**src/hdl/g7rtp_pkg.sv**
```systemverilog
// Shared constants, queue entry type and G.711 encoding functions for the RTP packetizer.
package g7rtp_pkg;

  localparam int unsigned MAX_PAYLOAD = 1500;
  localparam int unsigned CNT_W       = 11;
  localparam int unsigned HDR_BYTES   = 12;
  localparam int unsigned IDX_W       = 4;
  localparam int unsigned FIFO_DEPTH  = 4;
  localparam int unsigned FIFO_AW     = 2;

  localparam logic       OP_SAMPLE    = 1'b0;
  localparam logic       OP_DISCONT   = 1'b1;
  localparam logic [6:0] PT_ALAW      = 7'd8;
  localparam logic [7:0] RTP_VER_BYTE = 8'h80;

  localparam logic       CFG_PAYLOAD_TYPE = 1'b0;
  localparam logic       CFG_SOURCE_ID    = 1'b1;

  typedef struct packed {
    logic        hdr;
    logic        marker;
    logic [15:0] seq;
    logic [31:0] ts;
    logic [7:0]  code;
    logic        last;
  } entry_t;

  function automatic logic [7:0] enc_ulaw(input logic signed [15:0] s);
    logic [15:0] mag;
    logic [2:0]  ex;
    logic [3:0]  mant;
    mag = s[15] ? 16'(-s) : 16'(s);
    if (mag > 16'd32635) begin
      mag = 16'd32635;
    end
    mag = mag + 16'h0084;
    ex = 3'd0;
    for (int i = 1; i < 8; i++) begin
      if (mag[7 + i]) begin
        ex = 3'(i);
      end
    end
    mant = 4'(mag >> ({1'b0, ex} + 4'd3));
    return ~{s[15], ex, mant};
  endfunction

  function automatic logic [7:0] enc_alaw(input logic signed [15:0] s);
    logic [11:0] mag;
    logic [2:0]  seg;
    logic [3:0]  mant;
    logic [7:0]  flip;
    if (!s[15]) begin
      flip = 8'hD5;
      mag  = s[14:3];
    end else begin
      flip = 8'h55;
      mag  = ~s[14:3];
    end
    seg = 3'd0;
    for (int i = 0; i < 7; i++) begin
      if (mag > 12'((32 << i) - 1)) begin
        seg = 3'(i + 1);
      end
    end
    if (seg < 3'd2) begin
      mant = mag[4:1];
    end else begin
      mant = 4'(mag >> seg);
    end
    return {1'b0, seg, mant} ^ flip;
  endfunction

endpackage

```
**src/hdl/g7rtp_if.sv**
```systemverilog
// Valid/ready channel interfaces for the sample input and the packet byte output.
interface g7rtp_in_if;
  logic               valid;
  logic               ready;
  logic               operation;
  logic signed [15:0] sample;
  logic               end_of_frame;

  modport source (output valid, operation, sample, end_of_frame, input ready);
  modport sink   (input valid, operation, sample, end_of_frame, output ready);
endinterface

interface g7rtp_out_if;
  logic       valid;
  logic       ready;
  logic [7:0] out_byte;
  logic       first_byte;
  logic       last_byte;

  modport source (output valid, out_byte, first_byte, last_byte, input ready);
  modport sink   (input valid, out_byte, first_byte, last_byte, output ready);
endinterface

```
**src/hdl/g7rtp_front.sv**
```systemverilog
// Front end: accepts items, tracks packet state, encodes samples and queues byte jobs.
module g7rtp_front (
  input  logic                 clk,
  input  logic                 rst_n,
  input  logic [6:0]           payload_type,
  input  logic                 in_valid,
  output logic                 in_ready,
  input  logic                 in_operation,
  input  logic signed [15:0]   in_sample,
  input  logic                 in_end_of_frame,
  input  logic                 q_full,
  output logic                 q_push,
  output g7rtp_pkg::entry_t    q_entry
);

  logic                           in_packet_r, in_packet_nxt;
  logic                           marker_r, marker_nxt;
  logic [g7rtp_pkg::CNT_W-1:0]    pcount_r, pcount_nxt;
  logic [15:0]                    seq_r, seq_nxt;
  logic [31:0]                    ts_r, ts_nxt;
  logic                           accept;
  logic                           is_sample;
  logic                           hdr;
  logic [g7rtp_pkg::CNT_W-1:0]    cnt;
  logic [g7rtp_pkg::CNT_W-1:0]    cnt_new;
  logic                           keep;

  assign in_ready  = !q_full;
  assign accept    = in_valid && in_ready;
  assign is_sample = (in_operation == g7rtp_pkg::OP_SAMPLE);
  assign hdr       = !in_packet_r;
  assign cnt       = hdr ? '0 : pcount_r;
  assign keep      = (cnt < g7rtp_pkg::CNT_W'(g7rtp_pkg::MAX_PAYLOAD));
  assign cnt_new   = keep ? cnt + 1'b1 : cnt;

  assign q_push         = accept && is_sample && keep;
  assign q_entry.hdr    = hdr;
  assign q_entry.marker = marker_r;
  assign q_entry.seq    = seq_r;
  assign q_entry.ts     = ts_r;
  assign q_entry.code   = (payload_type == g7rtp_pkg::PT_ALAW) ?
                          g7rtp_pkg::enc_alaw(in_sample) : g7rtp_pkg::enc_ulaw(in_sample);
  assign q_entry.last   = in_end_of_frame ||
                          (cnt_new >= g7rtp_pkg::CNT_W'(g7rtp_pkg::MAX_PAYLOAD));

  always_comb begin
    in_packet_nxt = in_packet_r;
    marker_nxt    = marker_r;
    pcount_nxt    = pcount_r;
    seq_nxt       = seq_r;
    ts_nxt        = ts_r;
    if (accept) begin
      if (!is_sample) begin
        marker_nxt = 1'b1;
      end else begin
        if (hdr) begin
          marker_nxt = 1'b0;
        end
        in_packet_nxt = 1'b1;
        pcount_nxt    = cnt_new;
        if (in_end_of_frame) begin
          seq_nxt       = seq_r + 16'd1;
          ts_nxt        = ts_r + {{(32 - g7rtp_pkg::CNT_W){1'b0}}, cnt_new};
          pcount_nxt    = '0;
          in_packet_nxt = 1'b0;
        end
      end
    end
  end

  always_ff @(posedge clk) begin
    if (!rst_n) begin
      in_packet_r <= 1'b0;
      marker_r    <= 1'b1;
      pcount_r    <= '0;
      seq_r       <= '0;
      ts_r        <= '0;
    end else begin
      in_packet_r <= in_packet_nxt;
      marker_r    <= marker_nxt;
      pcount_r    <= pcount_nxt;
      seq_r       <= seq_nxt;
      ts_r        <= ts_nxt;
    end
  end

endmodule

```
**src/hdl/g7rtp_fifo.sv**
```systemverilog
// Short register queue of byte jobs between the front end and the byte emitter.
module g7rtp_fifo (
  input  logic              clk,
  input  logic              rst_n,
  input  logic              push,
  input  g7rtp_pkg::entry_t push_entry,
  input  logic              pop,
  output g7rtp_pkg::entry_t head,
  output logic              full,
  output logic              empty
);

  g7rtp_pkg::entry_t                store_r [g7rtp_pkg::FIFO_DEPTH];
  logic [g7rtp_pkg::FIFO_AW-1:0]    wr_ptr_r, wr_ptr_nxt;
  logic [g7rtp_pkg::FIFO_AW-1:0]    rd_ptr_r, rd_ptr_nxt;
  logic [g7rtp_pkg::FIFO_AW:0]      count_r, count_nxt;

  assign full  = (count_r == (g7rtp_pkg::FIFO_AW + 1)'(g7rtp_pkg::FIFO_DEPTH));
  assign empty = (count_r == '0);
  assign head  = store_r[rd_ptr_r];

  always_comb begin
    wr_ptr_nxt = push ? wr_ptr_r + 1'b1 : wr_ptr_r;
    rd_ptr_nxt = pop ? rd_ptr_r + 1'b1 : rd_ptr_r;
    count_nxt  = count_r;
    if (push && !pop) begin
      count_nxt = count_r + 1'b1;
    end else if (pop && !push) begin
      count_nxt = count_r - 1'b1;
    end
  end

  always_ff @(posedge clk) begin
    if (push) begin
      store_r[wr_ptr_r] <= push_entry;
    end
  end

  always_ff @(posedge clk) begin
    if (!rst_n) begin
      wr_ptr_r <= '0;
      rd_ptr_r <= '0;
      count_r  <= '0;
    end else begin
      wr_ptr_r <= wr_ptr_nxt;
      rd_ptr_r <= rd_ptr_nxt;
      count_r  <= count_nxt;
    end
  end

  a_no_overflow: assert property (@(posedge clk) disable iff (!rst_n) full |-> !push)
    else $error("Job queue written while full.");
  a_no_underflow: assert property (@(posedge clk) disable iff (!rst_n) empty |-> !pop)
    else $error("Job queue read while empty.");
  a_count_ptrs: assert property (@(posedge clk) disable iff (!rst_n)
    (count_r[g7rtp_pkg::FIFO_AW-1:0] == (wr_ptr_r - rd_ptr_r)))
    else $error("Job queue count disagrees with its pointers.");

endmodule

```
**src/hdl/g7rtp_back.sv**
```systemverilog
// Back end: turns queued jobs into header and payload bytes through an output register.
module g7rtp_back (
  input  logic              clk,
  input  logic              rst_n,
  input  logic [6:0]        payload_type,
  input  logic [31:0]       source_id,
  input  g7rtp_pkg::entry_t head,
  input  logic              empty,
  output logic              pop,
  output logic              out_valid,
  input  logic              out_ready,
  output logic [7:0]        out_byte,
  output logic              out_first_byte,
  output logic              out_last_byte
);

  logic                        out_valid_r, out_valid_nxt;
  logic [7:0]                  byte_r;
  logic                        first_r;
  logic                        last_r;
  logic [g7rtp_pkg::IDX_W-1:0] idx_r, idx_nxt;
  logic                        load;
  logic                        is_pay;
  logic [7:0]                  hdr_byte;
  logic [7:0]                  sel_byte;

  assign load   = !empty && (!out_valid_r || out_ready);
  assign is_pay = !head.hdr || (idx_r == g7rtp_pkg::IDX_W'(g7rtp_pkg::HDR_BYTES));
  assign pop    = load && is_pay;

  always_comb begin
    unique case (idx_r)
      4'd0:    hdr_byte = g7rtp_pkg::RTP_VER_BYTE;
      4'd1:    hdr_byte = {head.marker, payload_type};
      4'd2:    hdr_byte = head.seq[15:8];
      4'd3:    hdr_byte = head.seq[7:0];
      4'd4:    hdr_byte = head.ts[31:24];
      4'd5:    hdr_byte = head.ts[23:16];
      4'd6:    hdr_byte = head.ts[15:8];
      4'd7:    hdr_byte = head.ts[7:0];
      4'd8:    hdr_byte = source_id[31:24];
      4'd9:    hdr_byte = source_id[23:16];
      4'd10:   hdr_byte = source_id[15:8];
      4'd11:   hdr_byte = source_id[7:0];
      default: hdr_byte = head.code;
    endcase
  end

  assign sel_byte = is_pay ? head.code : hdr_byte;

  always_comb begin
    out_valid_nxt = out_valid_r;
    idx_nxt       = idx_r;
    if (load) begin
      out_valid_nxt = 1'b1;
      idx_nxt       = pop ? '0 : idx_r + 1'b1;
    end else if (out_ready) begin
      out_valid_nxt = 1'b0;
    end
  end

  always_ff @(posedge clk) begin
    if (load) begin
      byte_r  <= sel_byte;
      first_r <= head.hdr && (idx_r == '0);
      last_r  <= is_pay && head.last;
    end
  end

  always_ff @(posedge clk) begin
    if (!rst_n) begin
      out_valid_r <= 1'b0;
      idx_r       <= '0;
    end else begin
      out_valid_r <= out_valid_nxt;
      idx_r       <= idx_nxt;
    end
  end

  assign out_valid      = out_valid_r;
  assign out_byte       = byte_r;
  assign out_first_byte = first_r;
  assign out_last_byte  = last_r;

  a_idx_range: assert property (@(posedge clk) disable iff (!rst_n)
    idx_r <= g7rtp_pkg::IDX_W'(g7rtp_pkg::HDR_BYTES))
    else $error("Header byte index out of range.");
  a_first_not_last: assert property (@(posedge clk) disable iff (!rst_n)
    out_valid_r |-> !(first_r && last_r))
    else $error("One byte flagged both first and last.");
  a_first_is_version: assert property (@(posedge clk) disable iff (!rst_n)
    (out_valid_r && first_r) |-> (byte_r == g7rtp_pkg::RTP_VER_BYTE))
    else $error("First byte of a packet is not the version byte.");

endmodule

```
**src/hdl/g711_rtp_packetizer.sv**
```systemverilog
// Top level of the G.711 RTP packetizer: configuration registers, front end, job queue, back end.
//
//   Channel  Direction  Handshake        Payload
//   in_ch    sink       valid/ready      operation, sample, end_of_frame
//   out_ch   source     valid/ready      out_byte, first_byte, last_byte
//   cfg_*    input      write enable     cfg_index, cfg_data
//
// A sample item is taken by the front end while the job queue is not full and yields one payload byte,
// or thirteen bytes when it opens a packet and the header is sent.
// The byte emitter sets the rate; a four-entry job queue lets input run on meanwhile.
// Discontinuity items and dropped samples yield no byte.
// Reset is synchronous; there is no clearing pass.
module g711_rtp_packetizer (
  input  logic              clk,
  input  logic              rst_n,
  g7rtp_in_if.sink          in_ch,
  g7rtp_out_if.source       out_ch,
  input  logic              cfg_we,
  input  logic              cfg_index,
  input  logic [31:0]       cfg_data
);

  logic [6:0]        payload_type_r;
  logic [31:0]       source_id_r;
  logic              q_push;
  logic              q_pop;
  logic              q_full;
  logic              q_empty;
  g7rtp_pkg::entry_t q_in;
  g7rtp_pkg::entry_t q_head;

  always_ff @(posedge clk) begin
    if (!rst_n) begin
      payload_type_r <= '0;
      source_id_r    <= '0;
    end else if (cfg_we) begin
      unique case (cfg_index)
        g7rtp_pkg::CFG_PAYLOAD_TYPE: payload_type_r <= cfg_data[6:0];
        g7rtp_pkg::CFG_SOURCE_ID:    source_id_r    <= cfg_data;
        default:                     source_id_r    <= source_id_r;
      endcase
    end
  end

  g7rtp_front u_front (
    .clk             (clk),
    .rst_n           (rst_n),
    .payload_type    (payload_type_r),
    .in_valid        (in_ch.valid),
    .in_ready        (in_ch.ready),
    .in_operation    (in_ch.operation),
    .in_sample       (in_ch.sample),
    .in_end_of_frame (in_ch.end_of_frame),
    .q_full          (q_full),
    .q_push          (q_push),
    .q_entry         (q_in)
  );

  g7rtp_fifo u_fifo (
    .clk        (clk),
    .rst_n      (rst_n),
    .push       (q_push),
    .push_entry (q_in),
    .pop        (q_pop),
    .head       (q_head),
    .full       (q_full),
    .empty      (q_empty)
  );

  g7rtp_back u_back (
    .clk            (clk),
    .rst_n          (rst_n),
    .payload_type   (payload_type_r),
    .source_id      (source_id_r),
    .head           (q_head),
    .empty          (q_empty),
    .pop            (q_pop),
    .out_valid      (out_ch.valid),
    .out_ready      (out_ch.ready),
    .out_byte       (out_ch.out_byte),
    .out_first_byte (out_ch.first_byte),
    .out_last_byte  (out_ch.last_byte)
  );

endmodule
```
**src/flat_wrapper.sv**
```systemverilog
// flat-port wrapper written by rule: the top's interface ports become plain ports
module g711_rtp_packetizer_flat 
  (clk, rst_n, cfg_we, cfg_index, cfg_data, in_ch_valid, in_ch_operation, in_ch_sample, in_ch_end_of_frame, in_ch_ready, out_ch_valid, out_ch_out_byte, out_ch_first_byte, out_ch_last_byte, out_ch_ready);
  g7rtp_in_if in_ch_i ();
  g7rtp_out_if out_ch_i ();
  input  logic clk;
  input  logic rst_n;
  input  logic cfg_we;
  input  logic cfg_index;
  input  logic [31:0] cfg_data;
  input wire logic [$bits(in_ch_i.valid)-1:0] in_ch_valid;
  input wire logic [$bits(in_ch_i.operation)-1:0] in_ch_operation;
  input wire logic [$bits(in_ch_i.sample)-1:0] in_ch_sample;
  input wire logic [$bits(in_ch_i.end_of_frame)-1:0] in_ch_end_of_frame;
  output wire logic [$bits(in_ch_i.ready)-1:0] in_ch_ready;
  output wire logic [$bits(out_ch_i.valid)-1:0] out_ch_valid;
  output wire logic [$bits(out_ch_i.out_byte)-1:0] out_ch_out_byte;
  output wire logic [$bits(out_ch_i.first_byte)-1:0] out_ch_first_byte;
  output wire logic [$bits(out_ch_i.last_byte)-1:0] out_ch_last_byte;
  input wire logic [$bits(out_ch_i.ready)-1:0] out_ch_ready;
  assign in_ch_i.valid = in_ch_valid;
  assign in_ch_i.operation = in_ch_operation;
  assign in_ch_i.sample = in_ch_sample;
  assign in_ch_i.end_of_frame = in_ch_end_of_frame;
  assign in_ch_ready = in_ch_i.ready;
  assign out_ch_valid = out_ch_i.valid;
  assign out_ch_out_byte = out_ch_i.out_byte;
  assign out_ch_first_byte = out_ch_i.first_byte;
  assign out_ch_last_byte = out_ch_i.last_byte;
  assign out_ch_i.ready = out_ch_ready;
  g711_rtp_packetizer u_core (.clk(clk), .rst_n(rst_n), .in_ch(in_ch_i), .out_ch(out_ch_i), .cfg_we(cfg_we), .cfg_index(cfg_index), .cfg_data(cfg_data));
endmodule
```
**config.mk**
```make
export PLATFORM = sky130hd
export DESIGN_NAME = g711_rtp_packetizer_flat
export DESIGN_NICKNAME = d
export VERILOG_FILES = /design/src/hdl/g7rtp_pkg.sv /design/src/hdl/g7rtp_if.sv /design/src/hdl/g7rtp_front.sv /design/src/hdl/g7rtp_fifo.sv /design/src/hdl/g7rtp_back.sv /design/src/hdl/g711_rtp_packetizer.sv /design/src/flat_wrapper.sv
export SDC_FILE = /design/constraint.sdc
export NUM_CORES = 1
export LEC_CHECK = 0
export ABC_AREA = 1
export BUFFER_PORTS_ARGS = -buffer_cell sky130_fd_sc_hd__buf_2
export CAP_MARGIN = 5
export CORE_MARGIN = 5
export CORE_UTILIZATION = 45
export DETAILED_ROUTE_END_ITERATION = 10
export GPL_TIMING_DRIVEN = 0
export PLACE_DENSITY_LB_ADDON = 0.2
export REMOVE_ABC_BUFFERS = 1
export SLEW_MARGIN = 20
export SYNTH_ARGS = -nofsm -noshare
export SYNTH_HDL_FRONTEND = slang
export SYNTH_SLANG_ARGS = --single-unit
```
**constraint.sdc**
```tcl
create_clock -name clk -period 7 [get_ports clk]
set_input_delay 0.35 -clock clk [delete_from_list [all_inputs] [get_ports clk]]
set_output_delay 0.35 -clock clk [all_outputs]
set_load 0.01 [all_outputs]
```
=== Yosys cells after proc, flatten, opt, wreduce, memory -nomap -nowiden ===
Memories as Yosys holds them, arrays and structs flattened. A register that Yosys moved wholly into a read port is not among the register bits.
Cells that the tools add are included.

* Eq/ne operators: 15
* Shift-type cells: 2
* Reductions and logical operators: 28
* Muxes and demuxes: 37
* $lt $le $gt $ge: 11
* Bitwise logic cells: 5
* $add $sub $neg: 11

{| class="wikitable"
|+ Operators with widths
! cell !! number
|-
| $pmux W8 S12 || 1
|-
| $mux W3 || 14
|-
| $mux W11 || 3
|-
| $add A32 B11 Y32 || 1
|-
| $mux W16 || 2
|-
| $mux W8 || 3
|-
| $eq A4 B4 Y1 const B || 5
|-
| $add A16 B1 Y16 const B || 1
|-
| $add A16 B8 Y16 const B || 1
|-
| $eq A4 B3 Y1 const B || 4
|-
| $gt A16 B15 Y1 const B || 1
|-
| $neg A16 Y16 || 1
|-
| $shr A16 B4 Y4 || 1
|-
| $gt A12 B10 Y1 const B || 1
|-
| $gt A12 B11 Y1 const B || 1
|-
| $gt A12 B5 Y1 const B || 1
|-
| $gt A12 B6 Y1 const B || 1
|-
| $gt A12 B7 Y1 const B || 1
|-
| $gt A12 B8 Y1 const B || 1
|-
| $gt A12 B9 Y1 const B || 1
|-
| $mux W12 || 1
|-
| $not A12 Y12 || 1
|-
| $shr A12 B3 Y4 || 1
|-
| $add A11 B1 Y11 const B || 1
|-
| 27 further kinds || 60
|}

* Memories: 1
* Flip-flop bits (word level): 122
* Memory bits (writable): 236
* Output and inout bits: 12
* Word-level logic and storage cells: 125

{| class="wikitable"
|+ Memory list
! memory !! words !! bits a word !! read ports !! clocked after Yosys merged registers in !! wr ports !! line !! RTL
|-
| u_core.u_fifo.store_r || 4 || 59 || 1 || 1 || 1 || g7rtp_fifo.sv:13 || <nowiki>g7rtp_pkg::entry_t store_r [g7rtp_pkg::FIFO_DEPTH];</nowiki>
|}

=== Logic depth before layout (Yosys ltp) ===
* Word-level depth: 16
* Depth in mapped cells: 33

=== By module ===
Synthesis repeated with hierarchy kept, for this count alone.

* Cells, all modules: 1939
* Area, all modules: 17499.3 um^2

{| class="wikitable"
|+ Modules (own cells, without submodules)
! module !! area an instance (um^2) !! times used !! cells an instance
|-
| g7rtp_fifo || 9162.5 || 1 || 628
|-
| g7rtp_front || 5041.1 || 1 || 827
|-
| g7rtp_back || 1839.3 || 1 || 295
|-
| g711_rtp_packetizer || 1456.4 || 1 || 189
|}

=== Worst setup path after synthesis ===
OpenSTA, ideal clock, no wires.

* Kind: register -> register
* Start: register u_core.u_front.in_packet_r
* End: memory u_core.u_fifo.store_r[0][0] (netlist name) (enable)
* Library setup time: 0.476 ns
* Setup slack: 2.697 ns
* Period minus slack after synthesis: 4.303 ns
* Path buffers: 1
* Cell stages (with the launch flop): 11
* Arrival: 3.827 ns
* Cells stage by stage: dfxtp_1 clkbuf_1 nand2_1 nor2_1 nand3_1 nand3_1 nand3_1 inv_1 nor2_1 inv_1 nor2_1

* Word-level cells in the longest chain between the ends: 5

{| class="wikitable"
|+ Ends and longest elaborated chain
! item !! line !! RTL
|-
| start, declared || g7rtp_front.sv:16 || <nowiki>logic in_packet_r, in_packet_nxt;</nowiki>
|-
| start signal, assigned || g7rtp_front.sv:79 || <nowiki>in_packet_r <= in_packet_nxt;</nowiki>
|-
| $mux W11 || g7rtp_front.sv:32 || <nowiki>assign cnt = hdr ? '0 : pcount_r;</nowiki>
|-
| $lt A11 B11 Y1 || g7rtp_front.sv:33 || <nowiki>assign keep = (cnt < g7rtp_pkg::CNT_W'(g7rtp_pkg::MAX_PAYLOAD));</nowiki>
|-
| $logic_and A1 B1 Y1 || g7rtp_front.sv:36 || <nowiki>assign q_push = accept && is_sample && keep;</nowiki>
|-
| named net u_core.q_push || g711_rtp_packetizer.sv:25 || <nowiki>logic q_push;</nowiki>
|-
| $mux W1 || g7rtp_fifo.sv:34 || <nowiki>if (push) begin</nowiki>
|-
| $mux W1 (implied by the code) || g7rtp_fifo.sv:35 || <nowiki>store_r[wr_ptr_r] <= push_entry;</nowiki>
|-
| end, declared || g7rtp_fifo.sv:13 ||
|}

The timed path passes the listed nets, and every way through them passes these cells.

=== Worst setup path after layout ===
* Start: register u_core.u_front.in_packet_r
* End: register u_core.u_front.ts_r[31]

* Word-level cells in the longest chain between the ends: 4
* Elaborated cells on any way between the ends: 5
* Those cells by class: add/sub (2); order compare (1); mux (2)

{| class="wikitable"
|+ Ends and longest elaborated chain
! item !! line !! RTL
|-
| $mux W11 (*) || g7rtp_front.sv:32 ||
|-
| $add A11 B1 Y11 or $lt A11 B11 Y1 (tied branches) || g7rtp_front.sv:34, g7rtp_front.sv:33 ||
|-
| $mux W11 (*) || g7rtp_front.sv:34 || <nowiki>assign cnt_new = keep ? cnt + 1'b1 : cnt;</nowiki>
|-
| $add A32 B11 Y32 (*) || g7rtp_front.sv:63 || <nowiki>ts_nxt = ts_r + {{(32 - g7rtp_pkg::CNT_W){1'b0}}, cnt_new};</nowiki>
|-
| end signal, assigned || g7rtp_front.sv:83 || <nowiki>ts_r <= ts_nxt;</nowiki>
|-
| end, declared || g7rtp_front.sv:20 || <nowiki>logic [31:0] ts_r, ts_nxt;</nowiki>
|}

Mark *: on every way between the ends. The rest lies on a longest branch, timed or not.
A chain may end at the register's enable or synchronous reset.

==> summary.txt <==
Power and ir drop
  – Leakage power: slightly above 0.007 uW
  – Sequential share of power: 44.2%
  – Comb pwr share: a little over a fifth
  – Psw: about 1700 uW
  – Internal: 4040 uW
  – Maximum VDD drop: ~160 uV
  – P per Cell Area: ~300 nW/um^2
  – Clock power frac: a little over a third
  – Sw Ratio: a little under a third
  – Total Power: approximately 5800 uW

Yosys
  – Mean Syn Cell Area: about 9.5 um^2
  – Synth Register Bits: 360
  – Mapped cell area: approximately 17000 um^2
  – Top_reg_cell synth: edfxtp_1
  – Count of different cell masters after synthesis: 58
  – Mapped Cells: approximately 1700
  – Synth async-reset ratio: 0%
  – Yosys warning count: 0
  – Sequential-to-total area share from yosys stat: between 50 and 60%
  – Post-synth EDFFs: about 250

Critical path
  – Crit path buf inv count: 2
  – CP Depth: 26
  – Critical Path Fanout Max: 14
  – Crit-path most repeated cell: nand2_1
  – WP data arrival: roughly 5500 ps
  – Family with the most delay on the worst path: simple AND/OR/NAND/NOR gates
  – Setup crit end kind: register
  – Max incr delay on CP: roughly 660 ps
  – Required time of the critical path: roughly 7400 ps
  – Crit Path Class: reg -> reg
  – Reg2Reg Capture Point: u_core.u_front.ts_r[31]
  – Crit-path slowest cell: dfxtp_1
  – Startpoint types: register
  – Register-to-Register Path Depth: 26
  – R2R setup slack: just under 2000 ps
  – Crit Reg-Reg Startpoint: u_core.u_front.in_packet_r

Routing
  – Antenna Nets Post-Route: 0
  – Detailed-route DRC error count: 0
  – DRT Pass-1 Iters: 6
  – Vias per cell: approximately 5.5
  – Vias: between 10000 and 15000
  – Average wire per standard cell: approximately 17 um
  – Initial drt markers: between 900 and 1000
  – Drt total wl: between 40000 and 50000 um

Min path
  – Type of the most critical hold path: in -> reg
  – Hold Path Sink: u_core.source_id_r[28]
  – HP Start: cfg_data[28]
  – WHS Path Cells: 3

Floorplanning
  – DIE WIDTH: approximately 200 um
  – Die H: 202 um
  – Die ar.: about 40000 um^2
  – Number of I/O pins: between 60 and 70
  – Core area: 36500 um^2
  – FP Rows: 70
  – Starting Density: approximately 45%

Placed design
  – HPWL Detailed: approximately 27000 um
  – Post-DP Area: ~18000 um^2
  – Routability cong.: 0.866
  – Port buffer count: 67

Timing
  – Final setup violation count: 0
  – Fin. Hold Viols: 0
  – RSZ-0062 raised after global routing: false
  – Slew Limit Headroom: between 30% and 40%
  – Max Clk Rate: just under 200 MHz
  – Tmin final: 5040 ps
  – Period utilization: roughly 72%
  – Worst Skew: around 23 ps
  – Slew Viols, Final: 0
  – Least-Margin Pin Slew: 1030 ps

Clocking
  – Num CTS Buffers: 39
  – Worst-Skew Late Latency: about 520 ps
  – Clock Path Buffers: 3
  – TritonCTS clock tree: built
  – Post-CTS sizing: 0
  – Clk sinks: 360
  – CTS H-tree depth: 2
  – CTS Hold Bufs: 0
  – Clk slew on worst S/H paths: roughly 60 ps
  – Clock root buffer: clkbuf_16
  – Post-CTS Setup Inserts: 0

GRT
  – Vias in the first global route: ~12000
  – Remaining Overflow, GRT: 0
  – All-layer global routing usage: a little under a fifth
  – Antenna violations before repair: 0
  – Pin count of the biggest net entering global routing: 75
  – First-pass GRT wire length: ~63000 um

Layout
  – Fillcell total: around 3300
  – Final instance area: about 19000 um^2
  – Share of cells above drive strength 1: 11.2%
  – Final #Nets: 1887
  – Antenna Cells: 0
  – Area delta synth->final: 13.8%

Run
  – Max Cap Viol: 0

Run status
  – Status: finished clean
-- routing by layer --
layer / part of all wire [%] / wire [um] / vias up / global-route usage (%)
met5: 0 / 0 / - / 0
met4: 2.0 / 794 / 0 / 4.57
met3: 5.9 / 2370 / 59 / 2.94
met2: 45 / 18300 / 360 / 30.3
met1: 47 / 18800 / 5917 / 28.0
li1: - / - / 6217 / -
-- final cells by class --
type	count	area (um^2)	share of cell area, %
sequential	360	9680	51.3
multi-input combinational	1160	6060	32.1
clock buffer	47	1040	5.49
timing repair buffer	84	684	3.63
inverter	160	608	3.22
tap	468	586	3.10
clock inverter	22	218	1.15
-- logic make-up (layout without fill, tap and decap cells) --
| kind of cell | count (synthesis) | count (layout) | synth area share, % |
|---|---|---|---|
| fa+ha+maj | 26 | 26 | 2.05 |
| buf+inv | 228 | 313 | 5.39 |
| simple gates | 658 | 658 | 16.9 |
| xor+xnor | 31 | 31 | 1.82 |
| mux | 1 | 1 | 0.0604 |
| compound gates | 444 | 444 | 15.4 |
| flops | 360 | 360 | 58.3 |
-- power groups by stage --
| stage | logic [uW] | registers (uW) | clock network (uW) |
|---|---|---|---|
| floorplan | 707 | 2610 | 0 |
| global placement | 1070 | 2670 | 0 |
| detailed placement | 1210 | 2600 | 0 |
| CTS | 1220 | 2550 | 2060 |
| global route | 1350 | 2570 | 2150 |
| finish | 1210 | 2550 | 2010 |
-- tightest hold or removal path, delay by kind of cell --
kind            cells  cell delay, ps
simple gates        1              80
buf+inv             1              70
compound gates      1              70
-- cells in the final DEF (no fill, tap or decap), types with 8 or more instances in the layout --
master / Yosys / final
nand2_1: 216 / 216
nand3_1: 72 / 72
nor2_4: 3 / 8
dfxtp_1: 114 / 112
xor2_1: 17 / 17
clkbuf_16: 0 / 39
a21oi_1: 87 / 87
nor2_2: 14 / 13
edfxtp_1: 246 / 246
o22ai_1: 60 / 60
xnor2_1: 10 / 10
ha_1: 24 / 24
a221oi_1: 17 / 17
buf_12: 0 / 8
nand4_1: 17 / 17
nor3_1: 16 / 16
nand2_2: 9 / 9
nor2_1: 286 / 282
clkinv_2: 0 / 10
o21bai_1: 8 / 8
inv_2: 8 / 8
o21ai_0: 216 / 216
a22o_1: 18 / 18
inv_1: 152 / 150
buf_2: 0 / 68
-- Yosys cell counts (all sizes together), types with 3 or more instances --
cell    instances  area, um^2
nor2          303        1190
edfxtp        246        7390
nand2         227         890
o21ai         218        1090
inv           160         601
dfxtp         114        2280
a21oi          88         444
nand3          76         400
o22ai          61         388
clkbuf         58         218
ha             24         300
xor2           19         181
a22o           18         158
nor3           18         106
a221oi         17         149
nand4          17         106
xnor2          12         120
buf            10        75.1
a31oi           8        50.1
o21bai          8        60.1
nor4            7        43.8
o211ai          7        52.6
o21a            4        30.0
or2             4        25.0
a41oi           3        26.3
-- metrics by stage --
step | util (%) | hold slack (ps) | std cells | setup TNS, ps | setup slack, ps
final | 51.7 | 85.4 | 2301 | 0 | 1960
after global routing | 51.7 | 99.5 | 2301 | 0 | 1410
after CTS | 51.7 | 65.5 | 2301 | 0 | 2020
after detailed placement | 48.2 | 452 | 2232 | 0 | 2040
after global placement | 47.1 | 444 | 2215 | -9140 | -970
after floorplan | - | 429 | 1680 | 0 | 2280
-- registers in the layout, indices dropped and copies added, names as in the netlist, named ones only --
| register | flops |
|---|---|
| u_core.payload_type_r | 7 |
| u_core.source_id_r | 32 |
| u_core.u_back.idx_r | 4 |
| u_core.u_back.out_byte | 8 |
| u_core.u_back.out_first_byte | 1 |
| u_core.u_back.out_last_byte | 1 |
| u_core.u_back.out_valid | 1 |
| u_core.u_fifo.count_r | 3 |
| u_core.u_fifo.rd_ptr_r | 2 |
| u_core.u_fifo.store_r | 236 |
| u_core.u_fifo.wr_ptr_r | 2 |
| u_core.u_front.in_packet_r | 1 |
| u_core.u_front.marker_r | 1 |
| u_core.u_front.pcount_r | 11 |
| u_core.u_front.seq_r | 16 |
| u_core.u_front.ts_r | 32 |
-- worst max path at each step --
stage,from,endpoint,slack (ps)
floorplan,register,u_core.u_fifo.count_r[1],2280
global placement,register,u_core.u_back.out_byte[5],-970
detailed placement,u_core.u_front.in_packet_r,u_core.u_front.ts_r[31],2040
CTS,u_core.u_front.in_packet_r,u_core.u_front.ts_r[31],2020
global route,u_core.u_front.in_packet_r,u_core.u_front.ts_r[31],1410
finish,u_core.u_front.in_packet_r,u_core.u_front.ts_r[31],1960
Power figures use the tool's default switching activity.
